### config.mk
export PLATFORM = sky130hd
export DESIGN_NAME = decimal_digit_array_arithmetic
export DESIGN_NICKNAME = d
export VERILOG_FILES = /design/src/rtl/dda_pkg.sv /design/src/rtl/dda_front.sv /design/src/rtl/dda_fifo.sv /design/src/rtl/dda_back.sv /design/src/rtl/decimal_digit_array_arithmetic.sv
export SDC_FILE = /design/constraint.sdc
export NUM_CORES = 1
export LEC_CHECK = 0
export ABC_AREA = 1
export BUFFER_PORTS_ARGS = -buffer_cell sky130_fd_sc_hd__buf_2
export CAP_MARGIN = 40
export CORE_ASPECT_RATIO = 1.1
export CORE_MARGIN = 2
export CORE_UTILIZATION = 28
export CTS_CLUSTER_SIZE = 16
export DETAILED_ROUTE_END_ITERATION = 8
export SLEW_MARGIN = 20
export SYNTH_ARGS = -nofsm -noshare
export SYNTH_HDL_FRONTEND = slang
export SYNTH_SLANG_ARGS = --single-unit
### constraint.sdc
create_clock -name clk -period 11 [get_ports clk]
set_input_delay 1.65 -clock clk [delete_from_list [all_inputs] [get_ports clk]]
set_output_delay 1.65 -clock clk [all_outputs]
set_load 0.02 [all_outputs]
### src/rtl/dda_pkg.sv
`timescale 1ns / 1ps
`default_nettype none
// ----------------------------------------------------------------------------
// dda_pkg
// Shared types and constants of the decimal digit array arithmetic unit.
// ----------------------------------------------------------------------------
package dda_pkg;

    localparam int RES_DEPTH = 32;          // result digits kept
    localparam int DEC_BASE  = 10;
    localparam logic [3:0] DIGIT_MAX = 4'd9;

    // raw op codes on the input side
    localparam logic [1:0] OPC_SUB = 2'd1;
    localparam logic [1:0] OPC_MUL = 2'd2;

    typedef enum logic [1:0] {
        OP_ADD = 2'd0,
        OP_SUB = 2'd1,
        OP_MUL = 2'd2
    } op_t;

    typedef enum logic [1:0] {
        ST_LOAD,
        ST_CALC,
        ST_EMIT
    } back_state_t;

    // one classified digit pair between front and back
    typedef struct packed {
        op_t        op;     // op held for the whole run
        logic [3:0] a;
        logic [3:0] b;
        logic       last;
        logic       keep;   // pair is stored (count below the limit)
        logic       ovf;    // pairs were dropped so far in this run
    } entry_t;

    // quotient by ten for values below 128
    function automatic logic [3:0] div10(input logic [6:0] v);
        logic [14:0] p;
        p = 15'(v) * 15'(205);
        return p[14:11];
    endfunction

endpackage
`default_nettype wire

### src/rtl/dda_front.sv
`timescale 1ns / 1ps
`default_nettype none
// ----------------------------------------------------------------------------
// dda_front
// Intake: clamps digits, holds the op of the run, counts pairs, drops the
// pairs beyond the limit and tags each stored pair for the back end.
// ----------------------------------------------------------------------------
module dda_front #(
    parameter int MAX_DIGITS = 16
) (
    input  wire logic            clk,
    input  wire logic            rst_n,
    input  wire logic            s_axis_tvalid,
    output logic                 s_axis_tready,
    input  wire logic [7:0]      s_axis_tdata,   // [3:0] digit_a, [7:4] digit_b
    input  wire logic            s_axis_tlast,   // last_digit
    input  wire logic [1:0]      s_axis_tuser,   // [1:0] op
    output logic                 q_push,
    output dda_pkg::entry_t      q_entry,
    input  wire logic            q_full
);

    localparam int NW = $clog2(MAX_DIGITS + 1);

    logic [NW-1:0]   cnt_reg, cnt_next;
    dda_pkg::op_t    op_reg, op_next;
    logic            ovf_reg, ovf_next;

    logic            beat;
    logic            keep;
    dda_pkg::op_t    op_in;
    dda_pkg::op_t    op_eff;
    logic            ovf_eff;

    function automatic logic [3:0] clamp_digit(input logic [3:0] v);
        return (v > dda_pkg::DIGIT_MAX) ? dda_pkg::DIGIT_MAX : v;
    endfunction

    always_comb
    begin
        case (s_axis_tuser)
            dda_pkg::OPC_SUB: op_in = dda_pkg::OP_SUB;
            dda_pkg::OPC_MUL: op_in = dda_pkg::OP_MUL;
            default:          op_in = dda_pkg::OP_ADD;   // op three adds too
        endcase
    end

    assign s_axis_tready = !q_full;
    assign beat    = s_axis_tvalid && s_axis_tready;
    assign keep    = cnt_reg < NW'(MAX_DIGITS);
    assign op_eff  = (cnt_reg == '0) ? op_in : op_reg;
    assign ovf_eff = ovf_reg || !keep;

    // dropped pairs are not queued unless they close the run
    assign q_push        = beat && (keep || s_axis_tlast);
    assign q_entry.op    = op_eff;
    assign q_entry.a     = clamp_digit(s_axis_tdata[3:0]);
    assign q_entry.b     = clamp_digit(s_axis_tdata[7:4]);
    assign q_entry.last  = s_axis_tlast;
    assign q_entry.keep  = keep;
    assign q_entry.ovf   = ovf_eff;

    always_comb
    begin
        cnt_next = cnt_reg;
        op_next  = op_reg;
        ovf_next = ovf_reg;
        if (beat)
        begin
            if (s_axis_tlast)
            begin
                cnt_next = '0;
                op_next  = dda_pkg::OP_ADD;
                ovf_next = 1'b0;
            end
            else
            begin
                cnt_next = cnt_reg + NW'(keep);
                op_next  = op_eff;
                ovf_next = ovf_eff;
            end
        end
    end

    always_ff @(posedge clk or negedge rst_n)
    begin
        if (!rst_n)
        begin
            cnt_reg <= '0;
            op_reg  <= dda_pkg::OP_ADD;
            ovf_reg <= 1'b0;
        end
        else
        begin
            cnt_reg <= cnt_next;
            op_reg  <= op_next;
            ovf_reg <= ovf_next;
        end
    end

endmodule
`default_nettype wire

### src/rtl/dda_fifo.sv
`timescale 1ns / 1ps
`default_nettype none
// ----------------------------------------------------------------------------
// dda_fifo
// Two-entry queue of classified digit pairs between front and back.
// ----------------------------------------------------------------------------
module dda_fifo (
    input  wire logic             clk,
    input  wire logic             rst_n,
    input  wire logic             push,
    input  wire dda_pkg::entry_t  wr_entry,
    output logic                  full,
    input  wire logic             pop,
    output dda_pkg::entry_t       rd_entry,
    output logic                  empty
);

    dda_pkg::entry_t mem [2];
    logic            wr_ptr_reg, wr_ptr_next;
    logic            rd_ptr_reg, rd_ptr_next;
    logic [1:0]      cnt_reg, cnt_next;

    assign full     = cnt_reg == 2'd2;
    assign empty    = cnt_reg == 2'd0;
    assign rd_entry = mem[rd_ptr_reg];

    always_comb
    begin
        wr_ptr_next = wr_ptr_reg ^ push;
        rd_ptr_next = rd_ptr_reg ^ pop;
        cnt_next    = cnt_reg + 2'(push) - 2'(pop);
    end

    always_ff @(posedge clk)
    begin
        if (push)
        begin
            mem[wr_ptr_reg] <= wr_entry;
        end
    end

    always_ff @(posedge clk or negedge rst_n)
    begin
        if (!rst_n)
        begin
            wr_ptr_reg <= 1'b0;
            rd_ptr_reg <= 1'b0;
            cnt_reg    <= 2'd0;
        end
        else
        begin
            wr_ptr_reg <= wr_ptr_next;
            rd_ptr_reg <= rd_ptr_next;
            cnt_reg    <= cnt_next;
        end
    end

endmodule
`default_nettype wire

### src/rtl/dda_back.sv
`timescale 1ns / 1ps
`default_nettype none
// ----------------------------------------------------------------------------
// dda_back
// Execution: stores the operand digits, runs the add, subtract or schoolbook
// multiply one digit step per cycle, then sends the result digits most
// significant first with leading zeros skipped.
// ----------------------------------------------------------------------------
module dda_back #(
    parameter int MAX_DIGITS = 16
) (
    input  wire logic             clk,
    input  wire logic             rst_n,
    input  wire dda_pkg::entry_t  q_entry,
    input  wire logic             q_empty,
    output logic                  q_pop,
    output logic                  m_axis_tvalid,
    input  wire logic             m_axis_tready,
    output logic [7:0]            m_axis_tdata,   // [3:0] result_digit, [7:4] zero
    output logic                  m_axis_tlast,   // is_last
    output logic [1:0]            m_axis_tuser    // [0] borrow_out, [1] overflow
);

    localparam int NW = $clog2(MAX_DIGITS + 1);
    localparam int AW = (MAX_DIGITS > 1) ? $clog2(MAX_DIGITS) : 1;
    localparam int RW = $clog2(dda_pkg::RES_DEPTH);
    localparam int KW = RW + 1;

    dda_pkg::back_state_t state_reg, state_next;

    logic [3:0]  a_mem [MAX_DIGITS];
    logic [3:0]  b_mem [MAX_DIGITS];
    logic [3:0]  w_mem [dda_pkg::RES_DEPTH];
    logic [dda_pkg::RES_DEPTH-1:0] wv_reg, wv_next;

    logic [NW-1:0] cnt_reg, cnt_next;
    logic [NW-1:0] n_reg, n_next;
    logic [NW-1:0] i_reg, i_next;
    logic [NW-1:0] j_reg, j_next;
    logic [3:0]    c_reg, c_next;
    dda_pkg::op_t  op_reg, op_next;
    logic          ovf_reg, ovf_next;
    logic          bout_reg, bout_next;
    logic [RW-1:0] eidx_reg, eidx_next;
    logic          started_reg, started_next;

    logic          ov_reg, ov_next;
    logic [3:0]    od_reg, od_next;
    logic          ol_reg, ol_next;
    logic          ob_reg, ob_next;
    logic          oo_reg, oo_next;

    // datapath
    logic          jn;
    logic [NW-1:0] ja, ia;
    logic [3:0]    a_d, b_d, bi;
    logic [KW-1:0] k;
    logic          k_in;
    logic [RW-1:0] rd_idx;
    logic          rd_ok;
    logic [3:0]    rdat;
    logic [6:0]    prod;
    logic [6:0]    t;
    logic [3:0]    q10;
    logic [6:0]    r10;
    logic [4:0]    d;
    logic [3:0]    step_digit;
    logic [3:0]    step_carry;
    logic          calc_last;
    logic [6:0]    lenx;
    logic [RW-1:0] lm1;
    logic          out_free;
    logic          show;
    logic          a_we;
    logic          w_we;

    assign jn   = j_reg == n_reg;
    assign ja   = n_reg - NW'(1) - j_reg;
    assign ia   = n_reg - NW'(1) - i_reg;
    assign a_d  = jn ? 4'd0 : a_mem[ja[AW-1:0]];
    assign b_d  = jn ? 4'd0 : b_mem[ja[AW-1:0]];
    assign bi   = b_mem[ia[AW-1:0]];
    assign k    = KW'(i_reg) + KW'(j_reg);
    assign k_in = k < KW'(dda_pkg::RES_DEPTH);

    assign rd_idx = (state_reg == dda_pkg::ST_EMIT) ? eidx_reg : k[RW-1:0];
    assign rd_ok  = (state_reg == dda_pkg::ST_EMIT) || k_in;
    assign rdat   = (rd_ok && wv_reg[rd_idx]) ? w_mem[rd_idx] : 4'd0;

    assign prod = (op_reg == dda_pkg::OP_MUL) ? 7'(a_d) * 7'(bi) : 7'(a_d) + 7'(b_d);
    assign t    = 7'(rdat) + prod + 7'(c_reg);
    assign q10  = dda_pkg::div10(t);
    assign r10  = t - 7'(q10) * 7'(dda_pkg::DEC_BASE);
    assign d    = 5'(a_d) + 5'(dda_pkg::DEC_BASE) - 5'(b_d) - 5'(c_reg);

    always_comb
    begin
        if (op_reg == dda_pkg::OP_SUB)
        begin
            if (d >= 5'(dda_pkg::DEC_BASE))
            begin
                step_digit = 4'(d - 5'(dda_pkg::DEC_BASE));
                step_carry = 4'd0;
            end
            else
            begin
                step_digit = d[3:0];
                step_carry = 4'd1;
            end
        end
        else
        begin
            step_digit = r10[3:0];
            step_carry = q10;
        end
    end

    always_comb
    begin
        case (op_reg)
            dda_pkg::OP_SUB:
            begin
                calc_last = j_reg == n_reg - NW'(1);
                lenx      = 7'(n_reg);
            end
            dda_pkg::OP_MUL:
            begin
                calc_last = (i_reg == n_reg - NW'(1)) && jn;
                lenx      = 7'(n_reg) << 1;
            end
            default:
            begin
                calc_last = jn;
                lenx      = 7'(n_reg) + 7'd1;
            end
        endcase
    end

    // digits past the kept range are dropped
    assign lm1 = (lenx > 7'(dda_pkg::RES_DEPTH)) ? RW'(dda_pkg::RES_DEPTH - 1)
                                                : RW'(lenx - 7'd1);

    assign out_free = !ov_reg || m_axis_tready;
    assign show     = started_reg || (rdat != 4'd0) || (eidx_reg == '0);

    // next state
    always_comb
    begin
        state_next = state_reg;
        case (state_reg)
            dda_pkg::ST_LOAD:
            begin
                if (!q_empty && q_entry.last)
                begin
                    state_next = dda_pkg::ST_CALC;
                end
            end
            dda_pkg::ST_CALC:
            begin
                if (calc_last)
                begin
                    state_next = dda_pkg::ST_EMIT;
                end
            end
            dda_pkg::ST_EMIT:
            begin
                if (out_free && (eidx_reg == '0))
                begin
                    state_next = dda_pkg::ST_LOAD;
                end
            end
            default:
            begin
                state_next = dda_pkg::ST_LOAD;
            end
        endcase
    end

    // outputs and register updates
    always_comb
    begin
        q_pop        = 1'b0;
        a_we         = 1'b0;
        w_we         = 1'b0;
        wv_next      = wv_reg;
        cnt_next     = cnt_reg;
        n_next       = n_reg;
        i_next       = i_reg;
        j_next       = j_reg;
        c_next       = c_reg;
        op_next      = op_reg;
        ovf_next     = ovf_reg;
        bout_next    = bout_reg;
        eidx_next    = eidx_reg;
        started_next = started_reg;
        ov_next      = ov_reg && !m_axis_tready;
        od_next      = od_reg;
        ol_next      = ol_reg;
        ob_next      = ob_reg;
        oo_next      = oo_reg;
        case (state_reg)
            dda_pkg::ST_LOAD:
            begin
                if (!q_empty)
                begin
                    q_pop = 1'b1;
                    a_we  = q_entry.keep;
                    if (q_entry.last)
                    begin
                        n_next   = cnt_reg + NW'(q_entry.keep);
                        cnt_next = '0;
                        op_next  = q_entry.op;
                        ovf_next = q_entry.ovf;
                        i_next   = '0;
                        j_next   = '0;
                        c_next   = 4'd0;
                        wv_next  = '0;
                    end
                    else
                    begin
                        cnt_next = cnt_reg + NW'(q_entry.keep);
                    end
                end
            end
            dda_pkg::ST_CALC:
            begin
                w_we   = k_in;
                if (k_in)
                begin
                    wv_next[k[RW-1:0]] = 1'b1;
                end
                c_next = step_carry;
                if (jn)
                begin
                    j_next = '0;
                    i_next = i_reg + NW'(1);
                    c_next = 4'd0;
                end
                else
                begin
                    j_next = j_reg + NW'(1);
                end
                if (calc_last)
                begin
                    eidx_next    = lm1;
                    started_next = 1'b0;
                    bout_next    = (op_reg == dda_pkg::OP_SUB) && step_carry[0];
                end
            end
            dda_pkg::ST_EMIT:
            begin
                if (out_free)
                begin
                    if (show)
                    begin
                        ov_next      = 1'b1;
                        od_next      = rdat;
                        ol_next      = eidx_reg == '0;
                        ob_next      = bout_reg;
                        oo_next      = ovf_reg;
                        started_next = 1'b1;
                    end
                    if (eidx_reg != '0)
                    begin
                        eidx_next = eidx_reg - RW'(1);
                    end
                end
            end
            default:
            begin
            end
        endcase
    end

    always_ff @(posedge clk)
    begin
        if (a_we)
        begin
            a_mem[cnt_reg[AW-1:0]] <= q_entry.a;
            b_mem[cnt_reg[AW-1:0]] <= q_entry.b;
        end
        if (w_we)
        begin
            w_mem[k[RW-1:0]] <= step_digit;
        end
    end

    always_ff @(posedge clk or negedge rst_n)
    begin
        if (!rst_n)
        begin
            state_reg   <= dda_pkg::ST_LOAD;
            wv_reg      <= '0;
            cnt_reg     <= '0;
            n_reg       <= '0;
            i_reg       <= '0;
            j_reg       <= '0;
            c_reg       <= 4'd0;
            op_reg      <= dda_pkg::OP_ADD;
            ovf_reg     <= 1'b0;
            bout_reg    <= 1'b0;
            eidx_reg    <= '0;
            started_reg <= 1'b0;
            ov_reg      <= 1'b0;
        end
        else
        begin
            state_reg   <= state_next;
            wv_reg      <= wv_next;
            cnt_reg     <= cnt_next;
            n_reg       <= n_next;
            i_reg       <= i_next;
            j_reg       <= j_next;
            c_reg       <= c_next;
            op_reg      <= op_next;
            ovf_reg     <= ovf_next;
            bout_reg    <= bout_next;
            eidx_reg    <= eidx_next;
            started_reg <= started_next;
            ov_reg      <= ov_next;
        end
    end

    always_ff @(posedge clk)
    begin
        od_reg <= od_next;
        ol_reg <= ol_next;
        ob_reg <= ob_next;
        oo_reg <= oo_next;
    end

    assign m_axis_tvalid = ov_reg;
    assign m_axis_tdata  = {4'd0, od_reg};
    assign m_axis_tlast  = ol_reg;
    assign m_axis_tuser  = {oo_reg, ob_reg};

endmodule
`default_nettype wire

### src/rtl/decimal_digit_array_arithmetic.sv
`timescale 1ns / 1ps
`default_nettype none
// ----------------------------------------------------------------------------
// decimal_digit_array_arithmetic
// Multi-digit decimal add, subtract and multiply on operands streamed as
// digit pairs, most significant first; result digits streamed back.
// ----------------------------------------------------------------------------
//  channel  | dir | tdata                      | tlast       | tuser
//  s_axis   | in  | [3:0] digit_a [7:4] digit_b | last_digit  | [1:0] op
//  m_axis   | out | [3:0] result_digit         | is_last     | [0] borrow_out
//           |     |                            |             | [1] overflow
//
//  Digit pairs are taken one a cycle while the two-entry queue has room, and
//  stored one a cycle while the back end loads. The last pair starts the digit
//  step unit, one step a cycle: n+1 steps for add, n for subtract, n*(n+1) for
//  multiply (n digit pairs); then the result digits are scanned (at most 32)
//  as the output takes them. No new pair is stored until the last result digit
//  is sent; multiply is paced by the single digit-product step unit.
//  Reset clears all control state; no clearing pass is needed.
//  Either side may stall at any time; the output register holds its beat.
// ----------------------------------------------------------------------------
module decimal_digit_array_arithmetic #(
    parameter int MAX_DIGITS = 16
) (
    input  wire logic        clk,
    input  wire logic        rst_n,
    input  wire logic        s_axis_tvalid,
    output logic             s_axis_tready,
    input  wire logic [7:0]  s_axis_tdata,   // [3:0] digit_a, [7:4] digit_b
    input  wire logic        s_axis_tlast,   // last_digit
    input  wire logic [1:0]  s_axis_tuser,   // [1:0] op
    output logic             m_axis_tvalid,
    input  wire logic        m_axis_tready,
    output logic [7:0]       m_axis_tdata,   // [3:0] result_digit, [7:4] zero
    output logic             m_axis_tlast,   // is_last
    output logic [1:0]       m_axis_tuser    // [0] borrow_out, [1] overflow
);

    logic            q_push;
    logic            q_full;
    logic            q_pop;
    logic            q_empty;
    dda_pkg::entry_t q_wr_entry;
    dda_pkg::entry_t q_rd_entry;

    dda_front #(
        .MAX_DIGITS (MAX_DIGITS)
    ) u_front (
        .clk           (clk),
        .rst_n         (rst_n),
        .s_axis_tvalid (s_axis_tvalid),
        .s_axis_tready (s_axis_tready),
        .s_axis_tdata  (s_axis_tdata),
        .s_axis_tlast  (s_axis_tlast),
        .s_axis_tuser  (s_axis_tuser),
        .q_push        (q_push),
        .q_entry       (q_wr_entry),
        .q_full        (q_full)
    );

    dda_fifo u_fifo (
        .clk      (clk),
        .rst_n    (rst_n),
        .push     (q_push),
        .wr_entry (q_wr_entry),
        .full     (q_full),
        .pop      (q_pop),
        .rd_entry (q_rd_entry),
        .empty    (q_empty)
    );

    dda_back #(
        .MAX_DIGITS (MAX_DIGITS)
    ) u_back (
        .clk           (clk),
        .rst_n         (rst_n),
        .q_entry       (q_rd_entry),
        .q_empty       (q_empty),
        .q_pop         (q_pop),
        .m_axis_tvalid (m_axis_tvalid),
        .m_axis_tready (m_axis_tready),
        .m_axis_tdata  (m_axis_tdata),
        .m_axis_tlast  (m_axis_tlast),
        .m_axis_tuser  (m_axis_tuser)
    );

    // queue never written when full nor read when empty
    a_no_overrun: assert property (@(posedge clk) disable iff (!rst_n)
        q_push |-> !q_full)
        else $error("queue push while full");

    a_no_underrun: assert property (@(posedge clk) disable iff (!rst_n)
        q_pop |-> !q_empty)
        else $error("queue pop while empty");

    // every sent beat is a decimal digit
    a_digit_range: assert property (@(posedge clk) disable iff (!rst_n)
        m_axis_tvalid |-> (m_axis_tdata[3:0] <= 4'd9))
        else $error("result digit above nine");

endmodule
`default_nettype wire

==> results.env, run 1 <==
CLOCK-SKEW-FINAL_PS=26.3
AREA.SEQUENTIAL_UM2=10700
MIN_PATH_TYPE='reg2reg'
CRIT_END='u_back.w_mem[6][3]'
GPL.FINAL_WEIGHTED_CONGESTION=0.860
RUN_STATUS='finished, final reports clean'
AREA_ADDED_BETWEEN_SYNTHESIS_AND_FINISH_PCT=15.1
WORST-R2R-SETUP-SLACK_PS=530
CTSHTREEMAXLEVEL=2
CTS_ROOT_BUFFER='clkbuf_16'
TIMING.CRITICAL_PATH.FANOUT_MAX=32
POST-SYNTH-TOP-AREA-FRACTION_PCT=44.6
PATH_COMMON_CELL='inv_1'
GRT_FIRST_PASS_WIRELENGTH_UM=78200
PLACED_CELLS=2960
CLOCK_TREE.BUFFER_DEPTH=3
FINAL.PERIOD_UTILIZATION_PCT=95.2
ANTENNA-DIODE-COUNT=0
CP_SLOWEST_CELL='fa_1'
SYNTH_COMMON_CELLS='nand2_1, edfxtp_1, inv_1'
SYNTH_TOP_FLOP_CELL='edfxtp_1'
WORSTSKEWPAIRLATENCY_PS=560
SYNTH_ASYNC_SR_FLOP_SHARE_PCT=21.9
PLACE_HPWL_UM=34200
NUMBER_OF_ANTENNA_VIOLATIONS_AT_THE_FIRST_CHECK_IN_GLOBAL_ROUTING=0
HOLD_BUFFERS=0
PATH_CLK_SLEW_PS=60
FINAL_NETS=2211
TIMING.CRITICAL_PATH.TO_TYPE='flop'
DRT-PASS1-ITER-COUNT=5
CTS_TREE='yes'
CRIT_REQUIRED_PS=11270
SYNTH_SEQUENTIAL_AREA_RATIO_PCT=55.0
PATH_BUF_INV=11
YOSYSWARNINGS=0
HOLD_FAILS_FINAL_RPT=0
GLOBAL_ROUTE.USAGE.TOTAL_PCT=13.6
WORST_EP_ARRIVAL_TIME_PS=10740
CTS-BUFFERS-INSERTED=40
SYNTHESIS.AREA_PER_INSTANCE_UM2=9.57
FINAL_MAX_SLEW_VIOL_COUNT=0
DP_WORST_SETUP_SLACK_PS=42.0
ANTENNA_LEFT=0
SYNTH-COMPOUND-AREA-SHARE_PCT=8.63
SYNTH.MUX.AREA_FRACTION_PCT=0.0514
POST_SYNTH_FA_HA_MAJ_AREA_FRACTION_PCT=8.37
WORSTSETUPSTARTPOINTTYPE='flop'
GRT_PASS1_VIAS=14230
DETAIL_ROUTE.ITER0.VIOLATIONS=1162
CTS.SINKS=370
COREAREA_UM2=68900
PERIOD_NEEDED_PS=10470
SLOWEST_DELAY_PS=560
SYNTH_EDF_COUNT=289
NUMBER_OF_SETUP_VIOLATIONS_IN_THE_FINAL_REPORT=0
CRIT_CELLS=51
TIMING.SLEW.HEADROOM_PCT=45.3
GLOBALROUTE.TOTALOVERFLOW=0
DIE_WIDTH_UM=255
SYNTHESIS.INSTANCES=2033
LAYOUT_CELLS_SIZED_ABOVE_1_PCT=9.56
WORST_R2R_PATH_DEPTH=51
ROUTED-VIA-COUNT=14302
CRIT-REG2REG-CAPTURE='u_back.w_mem[6][3]'
POSTLAYOUTCELLAREA_UM2=22400
NUMBER_OF_DISTINCT_LIBRARY_CELLS_AFTER_SYNTHESIS=53
TIMING_WORST_SLEW_PIN_VALUE_PS=817
PORT_BUFFERS=23
ROUTE.DETAILED.DRC=0
R2R-START='u_back.n_reg[0]'
MULTIINPUTGATEAREA_UM2=7520
DIE-HEIGHT_UM=280
INITIAL_UTILIZATION_PCT=28.3
MAXCAPVIOLATIONS=0
VIAS_PER_CELL=4.70
SYNTH_TOP_CELLS_BY_AREA='edfxtp_1, dfrtp_1, nand2_1'
DESIGN.PORTCOUNT=28
LARGEST_FAMILY_OF_LOGIC_CELLS_BY_SYNTHESIZED_AREA='simple AND/OR/NAND/NOR gates'
GRT_START_MAX_NET_PINS=62
LARGEST_REG_FLOPS=128
POST_SYNTHESIS_SHARE_OF_CELL_AREA_SPENT_ON_XOR_AND_XNOR_GATES_PCT=1.96
FIRST_ELEMENT_OF_THE_CRITICAL_PATH='u_back.n_reg[0]'
YOSYS_REGISTER_BITS=370
SYNTHDOMINANTAREACELLTYPE='edfxtp_1'
PATH_CLASS='reg2reg'
YOSYS.AREA_SHARE.SIMPLE_PCT=19.0
SYN_AREA_UM2=19500
FINAL.SETUP.WORST_SLACK_PS=528
FINAL_WL_UM=49200
SYNTH_MOST_COMMON_CELL='nand2_1'
DIE-AREA_UM2=71600
GATE_FAMILY_RESPONSIBLE_FOR_THE_MOST_DELAY_ALONG_THE_WORST_PATH='adder cells'
FILLERINSTANCES=7021
POST_DP_CELL_AREA_UM2=20900
DRT-WIRELENGTH-PER-CELL_UM=16.2
ROWS=101
FMAXACHIEVABLE_MHz=95.5
NUMBER_OF_STANDARD_CELLS_IN_THE_LAYOUT_TAPS_IN_AND_FILLERS_OUT=3041
[per-layer routing]
metal | global-route usage, % | share of wire, %
met1 | 17.4 | 44
met4 | 3.48 | 1.7
met5 | 0 | 0
met2 | 24.1 | 50
met3 | 1.88 | 4.3
[per-stage QoR]
step | hold WS, ps | utilization, % | TNS (ps)
floorplan | 425 | - | 0
global placement | 448 | 30.2 | 0
detailed placement | 460 | 30.4 | 0
CTS | 469 | 32.3 | 0
global route | 480 | 32.5 | -1160
finish | 462 | 32.5 | 0
[cells in the final DEF (no fill, tap or decap), types with 7 or more instances in the layout]
cell,n
buf_4,59
edfxtp_1,289
clkbuf_1,9
nor2_1,152
o21ai_0,94
o21a_1,10
a32o_1,11
clkinv_1,7
fa_1,25
nand3_1,217
inv_1,243
a31oi_1,7
ha_1,85
nor3_1,7
clkbuf_16,41
o211ai_1,40
dfrtp_1,80
buf_2,22
xor2_1,26
a21oi_1,87
xnor2_1,11
nand2_1,471
[timing repair]
| action | 4_1_cts | 5_1_grt |
|---|---|---|
| setup endpoints to repair | 0 | 64 |
| gates resized for setup | 0 | 17 |
| buffers inserted | 0 | 3 |
[final cells by class]
cell class              count  area share [%]
flip-flops and latches    370            47.8
multi-input cells        1327            33.6
well taps                 927            5.18
clock buffers              53            4.92
inverters                 252            4.22
repair buffers             91            3.27
clock inverters            21            1.00
[kinds of logic (layout without fill, tap and decap cells)]
family,count (synthesis),count (layout)
and+or+nand+nor,883,883
DFF,370,370
buffers and inverters,339,417
AOI/OAI and AO/OA,284,284
adders and majority gates,114,114
xor gates and xnor gates,41,41
other,1,4
muxes,1,1
[worst reg2reg max path, delay by kind of cell (launching register included)]
family / cells / cell delay [ps]
xor+xnor: 2 / 320
compound gates: 9 / 1130
simple gates: 15 / 1880
flops: 1 / 360
buf+inv: 11 / 970
fa+ha+maj: 14 / 5510
[worst min-delay path by stage]
stage,start,endpoint,cells after the start
3_3_place_gp,u_back.bout_reg,u_back.ob_reg,0
5_1_grt,u_back.bout_reg,u_back.ob_reg,0
2_1_floorplan,u_back.bout_reg,u_back.ob_reg,0
3_5_place_dp,u_back.ovf_reg,u_back.oo_reg,0
6_report,u_back.bout_reg,u_back.ob_reg,0
4_1_cts,u_back.bout_reg,u_back.ob_reg,0
Power of run 1 is not shown: default switching activity piles up to over one toggle a cycle in this logic, so the estimate is an artifact.
==> run 2: changes to the inputs <==
- BUFFER_PORTS_ARGS: -buffer_cell sky130_fd_sc_hd__buf_2 -> not set
- CAP_MARGIN: 40 -> not set
- DONT_BUFFER_PORTS: not set -> 1
==> run 2 against run 1 <==
Compared with the run above: design area fell by 1.7%; first-iteration DRC count decreased by 21%; critical path depth shrank 1; sequential cell count unchanged; worst hold slack better by 9.3 ps; die area did not move; global-route usage decreased by 0.34 points; non-clock buffer count fell by 44; clock skew fell by 9.1 ps; largest cell class unchanged.
==> results.env, run 2 (same netlist as run 1, synthesis figures left out) <==
GRT_PASS1_VIAS=14120  # was 14.2k
WORST-R2R-SETUP-SLACK_PS=570  # was 530 ps
DETAIL_ROUTE.ITER0.VIOLATIONS=916  # was 1,162
LAYOUT.CELLS.MOST_COMMON_LIST='nand2_1, edfxtp_1, inv_1'  # unchanged
SLOWEST_DELAY_PS=560  # about the same
PLACE_HPWL_UM=33500  # was 34,200 um
FINAL_MAX_SLEW_VIOL_COUNT=0  # unchanged
DRT-PASS1-ITER-COUNT=5  # unchanged
CTS.SINKS=370  # unchanged
FMAXACHIEVABLE_MHz=95.9  # was 95.5 MHz
DIE_WIDTH_UM=255  # unchanged
ROWS=101  # unchanged
ROUTED-VIA-COUNT=14105  # was 14.3k
TIMING_WORST_SLEW_PIN_VALUE_PS=1150  # was 817 ps
WHS_PATH_DEPTH=0  # unchanged
HOLD_BUFFERS=0  # unchanged
HOLD_PATH_END='u_back.ob_reg'  # unchanged
GPL.FINAL_WEIGHTED_CONGESTION=0.906  # was 0.860
HOLD_FAILS_FINAL_RPT=0  # unchanged
FINAL.PERIOD_UTILIZATION_PCT=94.8  # was 95.2%
GRT_START_MAX_NET_PINS=82  # was 62
CTS-BUFFERS-INSERTED=39  # was 40
PORT_BUFFERS=0  # was 23
WORSTSETUPSTARTPOINTTYPE='flop'  # unchanged
PATH_CLASS='reg2reg'  # unchanged
GRT_FIRST_PASS_WIRELENGTH_UM=76300  # was 78,200 um
R2R-START='u_back.n_reg[0]'  # unchanged
PERIOD_NEEDED_PS=10430  # was 10,470 ps
CLOCK_TREE.BUFFER_DEPTH=3  # unchanged
CRIT-REG2REG-CAPTURE='u_back.w_mem[0][3]'  # was u_back.w_mem[6][3]
ROUTE.DETAILED.DRC=0  # unchanged
CTS_TREE='yes'  # unchanged
TIMING.CRITICAL_PATH.FANOUT_MAX=32  # unchanged
RUN_STATUS='finished, final reports clean'  # unchanged
DESIGN.PORTCOUNT=28  # unchanged
TIMING.SLEW.HEADROOM_PCT=23.1  # was 45.3%
WORSTSKEWPAIRLATENCY_PS=540  # was 560 ps
ANTENNA-DIODE-COUNT=0  # unchanged
CRIT_REQUIRED_PS=11260  # was 11,270 ps
FINAL.SETUP.WORST_SLACK_PS=572  # was 528 ps
PATH_CLK_SLEW_PS=60  # about the same
DRT-WIRELENGTH-PER-CELL_UM=16.1  # was 16.2 um
INITIAL_UTILIZATION_PCT=28.3  # unchanged
RSZ0062_AT_GRT='false'
NUMBER_OF_STANDARD_CELLS_IN_THE_LAYOUT_TAPS_IN_AND_FILLERS_OUT=2991  # was 3,041
MAXCAPVIOLATIONS=0  # unchanged
NUMBER_OF_SETUP_VIOLATIONS_IN_THE_FINAL_REPORT=0  # unchanged
CLOCK-SKEW-FINAL_PS=17.2  # was 26.3 ps
CTS_ROOT_BUFFER='clkbuf_16'  # unchanged
DIE-AREA_UM2=71600  # unchanged
GATE_FAMILY_RESPONSIBLE_FOR_THE_MOST_DELAY_ALONG_THE_WORST_PATH='adder cells'  # unchanged
GLOBAL_ROUTE.USAGE.TOTAL_PCT=13.2  # was 13.6%
FINAL_WL_UM=48000  # was 49,200 um
POSTLAYOUTCOREUTIL_PCT=32.0  # was 32.5%
LAYOUT_CELLS_SIZED_ABOVE_1_PCT=7.07  # was 9.56%
SETUP_TNS_PS=0  # unchanged
LAYOUT.CELLS.MOST_COMMON='nand2_1'  # unchanged
GLOBALROUTE.TOTALOVERFLOW=0  # unchanged
PATH_BUF_INV=11  # unchanged
WORST_EP_ARRIVAL_TIME_PS=10680  # was 10,740 ps
DP_WORST_SETUP_SLACK_PS=91.7  # was 42.0 ps
PLACED_CELLS=2919  # was 2,960
LARGEST_REG_FLOPS=128  # unchanged
VIAS_PER_CELL=4.72  # was 4.70
WORST_R2R_PATH_DEPTH=50  # was 51
DIE-HEIGHT_UM=280  # unchanged
AREA_ADDED_BETWEEN_SYNTHESIS_AND_FINISH_PCT=13.1  # was 15.1%
NUMBER_OF_ANTENNA_VIOLATIONS_AT_THE_FIRST_CHECK_IN_GLOBAL_ROUTING=0  # unchanged
TIMING.CRITICAL_PATH.TO_TYPE='flop'  # unchanged
ANTENNA_LEFT=0  # unchanged
FILLERINSTANCES=6983  # was 7,021
CP_SLOWEST_CELL='fa_1'  # unchanged
CTSHTREEMAXLEVEL=2  # unchanged
HP-START='u_back.bout_reg'  # unchanged
MIN_PATH_TYPE='reg2reg'  # unchanged
FINAL_NETS=2166  # was 2,211
COREAREA_UM2=68900  # unchanged
PATH_COMMON_CELL='inv_1'  # unchanged
==> run 2: worst register-to-register path, delay by kind of cell, from the launching register on <==
| kind | cells | cell delay [ps] |
|---|---|---|
| AO/OA/AOI/OAI | 7 | 1170 |
| buffers and inverters | 11 | 900 |
| adder cells (fa/ha/maj) | 14 | 5250 |
| XOR/XNOR | 4 | 630 |
| AND/OR/NAND/NOR | 14 | 1820 |
| flip-flops | 1 | 350 |
==> run 2: routing by layer <==
layer  vias up  share of wire [%]  global-route usage, %
met5         -                  0                      0
met4         0                2.6                   3.60
met3        97                5.3                   2.03
met2       396                 50                   23.5
met1      6779                 42                   16.6
li1       6833                  -                      -
==> run 2: worst max-delay path by stage <==
stage	slack (ps)	startpoint	cells past startpoint	endpoint
2_1_floorplan	250	u_back.n_reg[0]	48	u_back.w_mem[0][2]
3_3_place_gp	300	u_back.n_reg[0]	51	u_back.w_mem[27][3]
3_5_place_dp	90	u_back.n_reg[1]	52	u_back.w_mem[25][3]
4_1_cts	90	u_back.n_reg[1]	52	u_back.w_mem[8][3]
5_1_grt	60	u_back.n_reg[0]	51	u_back.w_mem[8][3]
6_report	570	u_back.n_reg[0]	50	u_back.w_mem[0][3]
==> run 2: per-stage QoR <==
step                      area [um^2]  hold WS, ps
final                           22000          471
after global routing            22000          490
after CTS                       21900          468
after detailed placement        20700          455
after global placement          20700          463
after floorplan                 19500          425
==> run 2: timing repair <==
| item | CTS | global route |
|---|---|---|
| endpoints found under the setup margin | 0 | 64 |
| gates resized for setup | 0 | 13 |
| buffers inserted | 0 | 3 |
==> run 2: cell type report <==
| type | instances | area (um^2) | area share [%] |
|---|---|---|---|
| inverters | 252 | 946 | 4.30 |
| clock buffers | 54 | 1110 | 5.07 |
| flip-flops and latches | 370 | 10700 | 48.6 |
| well taps | 927 | 1160 | 5.27 |
| clock inverters | 14 | 126 | 0.574 |
| repair buffers | 47 | 449 | 2.04 |
| multi-input cells | 1327 | 7510 | 34.1 |
Power of run 2 is left out for the same reason.
